## config.mk

```make
export PLATFORM = sky130hd
export DESIGN_NAME = hnn_ctrl
export DESIGN_NICKNAME = d
export VERILOG_FILES = /design/src/sv/hnn_pkg.sv /design/src/sv/hnn_ctrl.sv
export SDC_FILE = /design/constraint.sdc
export NUM_CORES = 1
export LEC_CHECK = 0
export BUFFER_PORTS_ARGS = -buffer_cell sky130_fd_sc_hd__buf_2
export CORE_MARGIN = 2
export CORE_UTILIZATION = 40
export DETAILED_ROUTE_END_ITERATION = 10
export PLACE_DENSITY = 0.66
export SLEW_MARGIN = 20
export SYNTH_ARGS = -nofsm -noshare
export SYNTH_HDL_FRONTEND = slang
export SYNTH_SLANG_ARGS = --single-unit
```

## constraint.sdc

```tcl
create_clock -name clk_i -period 4.7 [get_ports clk_i]
set_input_delay 0.235 -clock clk_i [delete_from_list [all_inputs] [get_ports clk_i]]
set_output_delay 0.235 -clock clk_i [all_outputs]
set_load 0.02 [all_outputs]
```

## src/sv/hnn_pkg.sv

```systemverilog
// shared types and constants for the hamming nearest neighbor selector
package hnn_pkg;

  localparam int MaxHaps   = 64;
  localparam int CountBits = 16;
  localparam int HapBits   = $clog2(MaxHaps);
  localparam int NumBits   = $clog2(MaxHaps + 1);
  localparam int MaxResults = 62;

  localparam logic [0:0] CfgHapCount      = 1'b0;
  localparam logic [0:0] CfgNeighborCount = 1'b1;

  typedef struct packed {
    logic        kind;
    logic [63:0] alleles;
    logic [5:0]  query_hap;
  } in_beat_t;

  typedef struct packed {
    logic [5:0] neighbor_index;
    logic       last;
  } out_beat_t;

  // controller to datapath
  typedef struct packed {
    logic load;        // capture input item
    logic clr_step;    // row sweep of clearing pass
    logic site_step;   // row sweep of site update
    logic scan_start;  // begin a minimum scan
    logic scan_step;   // one candidate of a minimum scan
    logic pick;        // mark best as chosen
    logic emit_start;
    logic emit_step;
  } hnn_cmd_t;

  // datapath to controller
  typedef struct packed {
    logic row_done;
    logic site_done;
    logic scan_done;
    logic found;
    logic picks_done;
    logic emit_done;
    logic query_ok;
  } hnn_sts_t;

endpackage

```

## src/sv/hnn_ctrl.sv

```systemverilog
// controller state machine of the nearest neighbor selector
module hnn_ctrl (
  input  logic             clk_i,
  input  logic             rst_ni,
  input  logic             start_i,
  input  logic             kind_i,
  input  hnn_pkg::hnn_sts_t sts_i,
  output hnn_pkg::hnn_cmd_t cmd_o,
  output logic             busy_o
);
  import hnn_pkg::*;

  typedef enum logic [6:0] {
    StClear = 7'b0000001,
    StIdle  = 7'b0000010,
    StSite  = 7'b0000100,
    StQchk  = 7'b0001000,
    StScan  = 7'b0010000,
    StPick  = 7'b0100000,
    StEmit  = 7'b1000000
  } state_e;

  state_e state_q, state_d;

  always_ff @(posedge clk_i or negedge rst_ni) begin
    if (!rst_ni) state_q <= StClear;
    else state_q <= state_d;
  end

  always_comb begin
    state_d = state_q;
    cmd_o   = '0;
    case (state_q)
      StClear: begin
        cmd_o.clr_step = 1'b1;
        if (sts_i.row_done) state_d = StIdle;
      end
      StIdle: begin
        if (start_i) begin
          cmd_o.load = 1'b1;
          state_d = kind_i ? StQchk : StSite;
        end
      end
      StSite: begin
        cmd_o.site_step = 1'b1;
        if (sts_i.site_done) state_d = StIdle;
      end
      StQchk: begin
        if (!sts_i.query_ok) state_d = StIdle;
        else begin
          cmd_o.scan_start = 1'b1;
          state_d = StScan;
        end
      end
      StScan: begin
        cmd_o.scan_step = 1'b1;
        if (sts_i.scan_done) state_d = StPick;
      end
      StPick: begin
        if (sts_i.found) cmd_o.pick = 1'b1;
        if (!sts_i.found || sts_i.picks_done) begin
          cmd_o.emit_start = 1'b1;
          state_d = StEmit;
        end else begin
          cmd_o.scan_start = 1'b1;
          state_d = StScan;
        end
      end
      StEmit: begin
        cmd_o.emit_step = 1'b1;
        if (sts_i.emit_done) state_d = StIdle;
      end
      default: state_d = StIdle;
    endcase
  end

  assign busy_o = (state_q != StIdle);
endmodule

```

* Word-level counts from Yosys, hierarchy flattened
Cells that the tools add are included.
Operators by class: reduce and logical (&&, ||, !) cells 3, equal/unequal tests 13, multiplexer cells 21
Operators with widths (count):
- $pmux W7 S7 | 1
- $mux W7 | 6
- $mux W1 | 10
- $ne A2 B2 Y1 const B | 5
- $eq A7 B1 Y1 const B | 1
- $eq A7 B2 Y1 const B | 1
- $eq A7 B3 Y1 const B | 1
- $eq A7 B4 Y1 const B | 1
- $eq A7 B5 Y1 const B | 1
- $eq A7 B6 Y1 const B | 1
- $eq A7 B7 Y1 const B | 1
- $ne A7 B2 Y1 const B | 1
- $mux W5 | 1
- $reduce_and A5 Y1 | 1
- $mux W4 | 1
- $mux W2 | 1
- $pmux W1 S2 | 1
- $logic_not A1 Y1 | 1
- $logic_or A1 B1 Y1 | 1
Word-level totals: logic and storage cells 38, bits in registers 7, output and inout port bits 9, input port bits 11

* Longest topological paths before layout
Gate-level depths: netlist of run 1.
depth after elaboration 4, mapped depth 5

* Worst setup path after synthesis of run 1
Ideal clock, no wire load.
kind reg2reg, start register state_q[4], end register state_q[1], stages on the path, launching flop included 6, period minus slack after synthesis 1822 ps, data required time 4564 ps, arrival 1687 ps, setup slack 2878 ps, cell sequence dfrtp_1 > buf_6 > or4_4 > nor4b_4 > a221o_2 > o22ai_2
Between the ends: cells in the longest elaborated chain, start to end 3
RTL lines:
- start, declared | RTL line hnn_ctrl.sv:23 | state_e state_q, state_d;
- start signal, assigned | RTL line hnn_ctrl.sv:26 | if (!rst_ni) state_q <= StClear;
- start signal, assigned | RTL line hnn_ctrl.sv:27 | else state_q <= state_d;
- $eq A7 B1 Y1 (tied with other cells) | RTL line hnn_ctrl.sv:33 | case (state_q)
- $ne A2 B2 Y1 (no line)
- $reduce_and A5 Y1 (no line)
Parallel ways exist; a longest one is shown, timed or not. A chain may end at the register's enable or synchronous reset.

==> results by group, run 1 <==
Floorplan
  • Initial Utilization: 42.7%
  • Ports: 20
  • Area of the core: 1300 sq um
  • X dimension of the die: 41.3 um
  • Std-Cell Rows: 13
  • Die H: 41.3 um
  • Die ar.: 1700 sq um

Logic synthesis
  • Most area-hungry cell type in the Yosys netlist: dfrtp_1
  • Syn. warnings: 0
  • Syn_area_per_cell: 8.96 sq um
  • Most frequent cell after synthesis: nor2_1
  • Number of synthesized flops with an enable pin: 0
  • Synthesized cell area: 556 sq um
  • Mapped Cells: 62
  • Register area share after synthesis: 31.8%
  • FFs w/ async S/R, synth: 100%
  • Synth top cells by count: nor2_1, dfrtp_1, inv_1
  • Seq cells post-synth: 7
  • Yosys top cell area share: 27.0%
  • Distinct cell type count after synthesis: 33
  • Ys flop type: dfrtp_1
  • Synthesized Nets: 73
  • Most area-consuming cells after synthesis: dfrtp_1, nor4b_4, nor2_1

Setup path
  • Critical Path Sink Type: output pin
  • Setup Crit Path Kind: register to output pin
  • Crit path DAT: 1.97 ns
  • FF-to-FF setup slack: 2.98 ns
  • CP Max Fanout: 8
  • CP required: 4.47 ns
  • Startpoint types: register

Pwr
  • P_sw: 0.116 mW
  • Comb pwr share: 46.3%
  • Clk pwr share: 20.3%
  • Max VDD drop: 118 uV
  • Part of the power in registers: 33.5%
  • Leak pwr: 0.363 nW
  • Final Total Pwr: 0.273 mW
  • PwrDens: 401 nW/um^2
  • Cell internal pwr: 0.158 mW
  • Switching share of power: 42.3%

Routing
  • Drt pass-1 iters: 4
  • Total Wirelength: 1.22 mm
  • DRC violations left: 0
  • Antenna Nets Post-Route: 0
  • DR vias/cell: 5.28
  • Wirelength per Cell: 12.6 um
  • First DRT Iteration DRCs: 31
  • Vias: 512

Place
  • Post-place setup slack: 2.78 ns
  • Placed Area: 646 sq um
  • Placer Congestion: 0.813
  • Dpl hpwl: 949 um
  • PortBufs: 19

STA
  • Fmax: 454 MHz
  • Slew Viols, Final: 0
  • Setup tns final: 0 ns
  • RSZ-0062 raised after global routing: false
  • Final setup margin: 2.50 ns
  • Min Tclk post-route: 2.20 ns
  • Tcrit/Tclk final: 46.8%
  • Max transition margin: 68.3%
  • Final number of hold-violating endpoints: 0
  • Clk_skew: 0.00837 ns
  • Final setup vio count: 0
  • Worst slew pin tran: 0.469 ns

Clock tree
  • TritonCTS buffer count: 3
  • Max Buffers Root-to-Sink: 2
  • CTS sink count: 7
  • # resized after CTS: 0
  • CTS tree: yes
  • Cell chosen for the clock root: clkbuf_4
  • H-tree depth: 1
  • Clock latency on the worst-skew pair: 0.25 ns
  • CTS clk-pin slew, worst paths: 0.06 ns

Global route
  • Grt peak-use layer: met2
  • Global-route wire length before repair: 1.90 mm
  • GRT Util Overall: 17.7%
  • Grt met1 use: 24.4%
  • GR Util met2: 25.4%
  • Vias in the first global route: 434
  • Initial antenna violation count: 0
  • Grt met3 use: 4.89%
  • Pin count of the biggest net entering global routing: 11
  • Grt total ovfl: 0

Job
  • Max cap viols: 0

Final layout
  • Largest Register: state_q
  • Sequential Area: 176 sq um
  • Fill cells: 129
  • Max reg flops: 7
  • NumNets Final: 94
  • Biggest registers after layout: state_q (7)
  • Final core utilization: 52.4%
  • N_diodes: 0
  • Share of layout cells above drive strength 1: 39.0%
  • Area grow syn2layout: 22.7%
  • Cell area after layout: 682 sq um
  • Footprint of the multi-input gates: 333 sq um

Status
  • Status: finished clean

Worst hold path
  • Worst hold path type: input port to register
cell type report:
cell class / instances / area share, %
flip-flops and latches: 7 / 25.9
repair buffers: 20 / 15.4
clock buffers: 4 / 3.85
well taps: 15 / 2.75
multi-input cells: 45 / 48.8
inverters: 6 / 3.30
kinds of logic after synthesis:
kind of cell              after synthesis  synth area share, %
xor gates and xnor gates                1                 1.58
DFF                                     7                 31.8
and+or+nand+nor                        36                 45.5
buffers and inverters                  10                 8.33
AOI/OAI and AO/OA                       8                 12.8
cells in the final DEF (no fill, tap or decap), types with 2 or more instances in the layout:
master,count
buf_2,19
clkbuf_4,3
dfrtp_1,6
inv_1,5
nand2_1,4
nand2b_1,2
nor2_1,8
nor2b_1,2
nor3_1,2
nor3b_1,4
nor4b_1,3
nor4b_4,2
metrics by stage:
step / cells / hold slack, ns
floorplan: 62 / -0.0606
global placement: 92 / 0.0832
detailed placement: 92 / 0.0830
CTS: 97 / 0.114
global route: 97 / 0.109
finish: 97 / 0.113
routing by layer:
| layer | share of wire, % | routed length [um] |
|---|---|---|
| met5 | 0 | 0 |
| met4 | 0 | 0 |
| met3 | 6.4 | 78 |
| met2 | 47 | 576 |
| met1 | 46 | 565 |
worst max-delay path, cell delays in order (launching register included):
cell,delay [ns]
dfrtp_1,0.44
or4_4,0.61
nor4b_4,0.32
nand2_1,0.13
inv_1,0.06
buf_2,0.15
path summary, 6_finish.rpt:
| path | depth (start not counted) | from | end |
|---|---|---|---|
| setup / recovery | 5 | state_q[3] | cmd_o[7] |
| hold / removal | 2 | sts_i[6] | state_q[0] |
| setup reg to reg | 4 | state_q[3] | state_q[1] |
| hold reg to reg | 2 | state_q[0] | state_q[0] |
| max in group asynchronous | 2 | rst_ni | state_q[0] |
| min in group asynchronous | 2 | rst_ni | state_q[1] |
power by group through the flow:
stage	combinational [mW]	clock [mW]	sequential, mW
2_1_floorplan	0.112	0	0.0756
3_3_place_gp	0.124	0	0.0915
3_5_place_dp	0.125	0	0.0922
4_1_cts	0.126	0.0551	0.0910
5_1_grt	0.143	0.0600	0.0932
6_report	0.126	0.0553	0.0914
repair_timing:
item / CTS / global route
hold buffers: 1 / 0
hold endpoints to repair: 6 / 0
buffers inserted: 0 / 0
No activity file was read; power rests on OpenSTA's default activity.
==> run 2: changes to the inputs <==
PLACE_DENSITY = 0.68   (was 0.66)
clock period = 1.9 ns   (was 4.7 ns; I/O delays follow)
==> results by group, run 2 (synthesis results as in run 1) <==
Status
  • Status: finished, violations left
  • Failing checks: negative setup slack

STA
  • Hold WS: 0.0241 ns
  • Tcrit/Tclk final: 101%
  • Min Tclk post-route: 1.92 ns
  • Setup tns final: -0.0271 ns
  • Final setup margin: -0.0167 ns
  • Worst slew pin tran: 0.435 ns
  • RSZ-0062 raised after global routing: true
  • Max transition margin: 70.6%
  • Slew Viols, Final: 0
  • Final setup vio count: 2
  • Final number of hold-violating endpoints: 0
  • Clk_skew: 0.00189 ns
  • Fmax: 522 MHz

Final layout
  • Most frequent cells in the layout: buf_2, buf_4, nor2_1
  • NumNets Final: 103
  • Largest Register: state_q
  • Fill cells: 120
  • N_diodes: 0
  • Most common cell after layout, fill and taps aside: buf_2
  • Cell area after layout: 772 sq um
  • Footprint of the multi-input gates: 338 sq um
  • Biggest registers after layout: state_q (7)
  • Max reg flops: 7
  • Sequential Area: 176 sq um
  • Final core utilization: 59.3%
  • Share of layout cells above drive strength 1: 46.2%
  • Final Instance Count excl. Fillers: 106
  • Area grow syn2layout: 39.0%

Pwr
  • P_sw: 0.323 mW
  • PwrDens: 1050 nW/um^2
  • Max VDD drop: 403 uV
  • Part of the power in registers: 25.2%
  • Comb pwr share: 57.5%
  • Switching share of power: 40.0%
  • Cell internal pwr: 0.484 mW
  • Final Total Pwr: 0.807 mW
  • Leak pwr: 0.412 nW
  • Clk pwr share: 17.2%

Place
  • Post-place setup slack: 0.130 ns
  • PortBufs: 19
  • Placer Congestion: 0.834
  • Dpl hpwl: 1.08 mm
  • Placed Cells: 97
  • Placed Area: 683 sq um

Global route
  • Vias in the first global route: 455
  • GRT Util Overall: 19.8%
  • Pin count of the biggest net entering global routing: 11
  • Initial antenna violation count: 0
  • Global-route wire length before repair: 2.05 mm
  • Grt total ovfl: 0

Setup path
  • CP required: 1.80 ns
  • Critical Path Sink Type: output pin
  • CP Max Fanout: 2
  • Setup Crit Path Kind: register to output pin
  • Startpoint types: register
  • Crit path DAT: 1.82 ns

Floorplan
  • Die H: 41.3 um
  • Ports: 20
  • Area of the core: 1300 sq um
  • X dimension of the die: 41.3 um
  • Std-Cell Rows: 13
  • Initial Utilization: 42.7%
  • Die ar.: 1700 sq um

Worst hold path
  • Worst hold path type: input port to register

Routing
  • Wirelength per Cell: 13.5 um
  • Drt pass-1 iters: 5
  • Total Wirelength: 1.43 mm
  • Antenna Nets Post-Route: 0
  • DRC violations left: 0
  • DR vias/cell: 5.25
  • Vias: 556
  • First DRT Iteration DRCs: 20

Clock tree
  • Max Buffers Root-to-Sink: 2
  • Cell chosen for the clock root: clkbuf_4
  • H-tree depth: 1
  • CTS clk-pin slew, worst paths: 0.06 ns
  • Clock latency on the worst-skew pair: 0.25 ns
  • TritonCTS buffer count: 3
  • CTS tree: yes
  • CTS sink count: 7

Job
  • Max cap viols: 0
[run 2: cell count changes in the layout (fill, tap and decap cells not counted), sizes merged]
cell	change
buf	+8
dlygate4sd3	+1
[run 2: power by group through the flow]
stage                     Clock (mW)  Sequential, mW  Combinational (mW)
after global routing           0.150           0.206               0.501
after CTS                      0.142           0.200               0.427
final                          0.139           0.204               0.465
after detailed placement           0           0.203               0.378
after floorplan                    0           0.187               0.276
after global placement             0           0.202               0.370
[run 2: worst max-delay path, cell delays in order, from the launching register on]
cell	delay, ns
dfrtp_1	0.38
or4_4	0.56
nor4b_4	0.30
buf_4	0.16
inv_2	0.04
buf_6	0.12
[run 2: path summary, 6_finish.rpt]
path | depth (start not counted) | end | slack (ns) | start
worst max-delay path | 5 | busy_o | -0.02 | state_q[5]
worst min-delay path | 2 | state_q[2] | 0.02 | kind_i
worst max register to register | 5 | state_q[1] | 0.12 | state_q[5]
worst min register to register | 2 | state_q[0] | 0.53 | state_q[0]
max in group asynchronous | 2 | state_q[0] | 1.46 | rst_ni
min in group asynchronous | 2 | state_q[1] | 0.21 | rst_ni
[run 2: cell type report]
class,count,share of cell area (%)
multi-input combinational,45,43.8
timing repair buffer,29,24.6
sequential,7,22.9
clock buffer,4,3.40
inverter,6,2.92
tap,15,2.43
[run 2: routing by layer]
layer	vias to the layer above	track usage, %	wire length (um)
met4	0	9.68	26
li1	278	-	-
met2	21	32.0	671
met1	253	24.2	654
met5	-	0	0
met3	4	4.89	80
[run 2: what timing repair did]
| item | in CTS | in global routing |
|---|---|---|
| hold endpoints to repair | 8 | 0 |
| gates resized for setup | 2 | 5 |
| setup buffers | 2 | 1 |
| pin swaps | 3 | 3 |
| setup endpoints to repair | 2 | 3 |
| hold buffers | 2 | 0 |
==> run 3: changes to the inputs <==
PLACE_DENSITY = 0.66   (was 0.68)
clock period = 2.2 ns   (was 1.9 ns; I/O delays follow)
==> results by group, run 3 (synthesis results as in run 1) <==
Status
  • Status: finished clean

Clock tree
  • CTS clk-pin slew, worst paths: 0.06 ns
  • H-tree depth: 1
  • Cell chosen for the clock root: clkbuf_4
  • Postcts setup bufs: 0
  • CTS sink count: 7
  • Cts hold-fix bufs: 2
  • Max Buffers Root-to-Sink: 2
  • Clock latency on the worst-skew pair: 0.26 ns
  • TritonCTS buffer count: 3
  • CTS tree: yes
  • # resized after CTS: 0

Final layout
  • Max reg flops: 7
  • N_diodes: 0
  • NumNets Final: 95
  • Most common cell after layout, fill and taps aside: buf_2
  • Most frequent cells in the layout: buf_2, nor2_1, dfrtp_1
  • Cell area after layout: 692 sq um
  • Area grow syn2layout: 24.5%
  • Share of layout cells above drive strength 1: 38.6%
  • Biggest registers after layout: state_q (7)
  • Largest Register: state_q

Routing
  • DR vias/cell: 5.26
  • DRC violations left: 0
  • First DRT Iteration DRCs: 16
  • Drt pass-1 iters: 4
  • Total Wirelength: 1.28 mm
  • Antenna Nets Post-Route: 0
  • Vias: 515
  • Wirelength per Cell: 13.1 um

STA
  • Worst slew pin tran: 0.414 ns
  • Min Tclk post-route: 2.08 ns
  • RSZ-0062 raised after global routing: false
  • Tcrit/Tclk final: 94.7%
  • Max transition margin: 72.2%
  • Setup tns final: 0 ns
  • Final setup vio count: 0
  • Fmax: 480 MHz
  • Slew Viols, Final: 0
  • Clk_skew: 0.00690 ns
  • Final number of hold-violating endpoints: 0

Setup path
  • Worst path depth: 5
  • WP buf/inv: 2
  • Delay-heaviest family, CP: simple AND/OR/NAND/NOR gates
  • Worst Reg-to-Reg Cells: 4
  • Setup Crit Path Kind: register to output pin
  • Critical Path Sink Type: output pin
  • CP Max Fanout: 8
  • Max incr delay on CP: 0.60 ns
  • Cells along the critical path: or4_4 > nor4b_4 > nand2_1 > inv_1 > buf_2
  • Startpoint types: register
  • Crit path DAT: 1.97 ns
  • CP required: 2.09 ns
  • Slowest CP cell: or4_4

Place
  • Dpl hpwl: 975 um
  • PortBufs: 19
  • Placer Congestion: 0.811
  • Placed Area: 646 sq um

Pwr
  • Final Total Pwr: 0.586 mW
  • PwrDens: 847 nW/um^2
  • Leak pwr: 0.367 nW
  • Max VDD drop: 417 uV

Global route
  • Initial antenna violation count: 0
  • Pin count of the biggest net entering global routing: 11
  • Grt total ovfl: 0
  • Global-route wire length before repair: 1.86 mm
  • GRT Util Overall: 18.0%
  • Vias in the first global route: 425

Floorplan
  • Die H: 41.3 um
  • Initial Utilization: 42.7%
  • Area of the core: 1300 sq um
  • Ports: 20
  • Std-Cell Rows: 13
  • Die ar.: 1700 sq um
  • X dimension of the die: 41.3 um

Worst hold path
  • Worst hold path type: input port to register
  • Hold path depth: 2

Job
  • Max cap viols: 0
[run 3: changes by cell type in the layout (fill, tap and decap cells not counted), sizes merged]
cell	change
buf	-8
[run 3: where the power goes]
group,internal (mW),total (mW),switching (mW)
registers,0.148,0.194,0.0462
logic,0.120,0.269,0.149
clock network,0.0696,0.122,0.0527
[run 3: area by class of cell]
class                      instances  area, sq um
clock buffer                       4         26.3
tap                               15         18.8
timing repair buffer              21          115
fill                             127          609
sequential                         7          176
multi-input combinational         45          333
inverter                           6         22.5
[run 3: final timing paths]
check	startpoint	slack, ns	endpoint
worst max-delay path	state_q[3]	0.12	cmd_o[7]
worst min-delay path	kind_i	0.04	state_q[2]
worst max register to register	state_q[3]	0.48	state_q[1]
worst min register to register	state_q[0]	0.51	state_q[0]
max in group asynchronous	rst_ni	1.75	state_q[0]
min in group asynchronous	rst_ni	0.22	state_q[1]
[run 3: metrics by stage]
step / std cells / utilization (%) / hold slack (ns) / worst slack (ns)
floorplan: 62 / - / -0.186 / 0.378
global placement: 92 / 49.6 / -0.0419 / 0.421
detailed placement: 92 / 49.6 / -0.0419 / 0.410
CTS: 98 / 53.2 / 0.0482 / 0.130
global route: 98 / 53.2 / 0.0502 / 0.0409
finish: 98 / 53.2 / 0.0383 / 0.117
[run 3: layer usage]
| metal | GRT usage, % | part of all wire (%) |
|---|---|---|
| met2 | 25.0 | 43 |
| met3 | 3.26 | 4.5 |
| met1 | 24.7 | 49 |
| met4 | 12.1 | 2.6 |
| met5 | 0 | 0 |
[run 3: worst register-to-register path, cell delays in order, from the launching register on]
cell,delay (ns)
dfrtp_1,0.44
or4_4,0.61
nor4b_4,0.25
a221o_2,0.22
o22ai_2,0.07
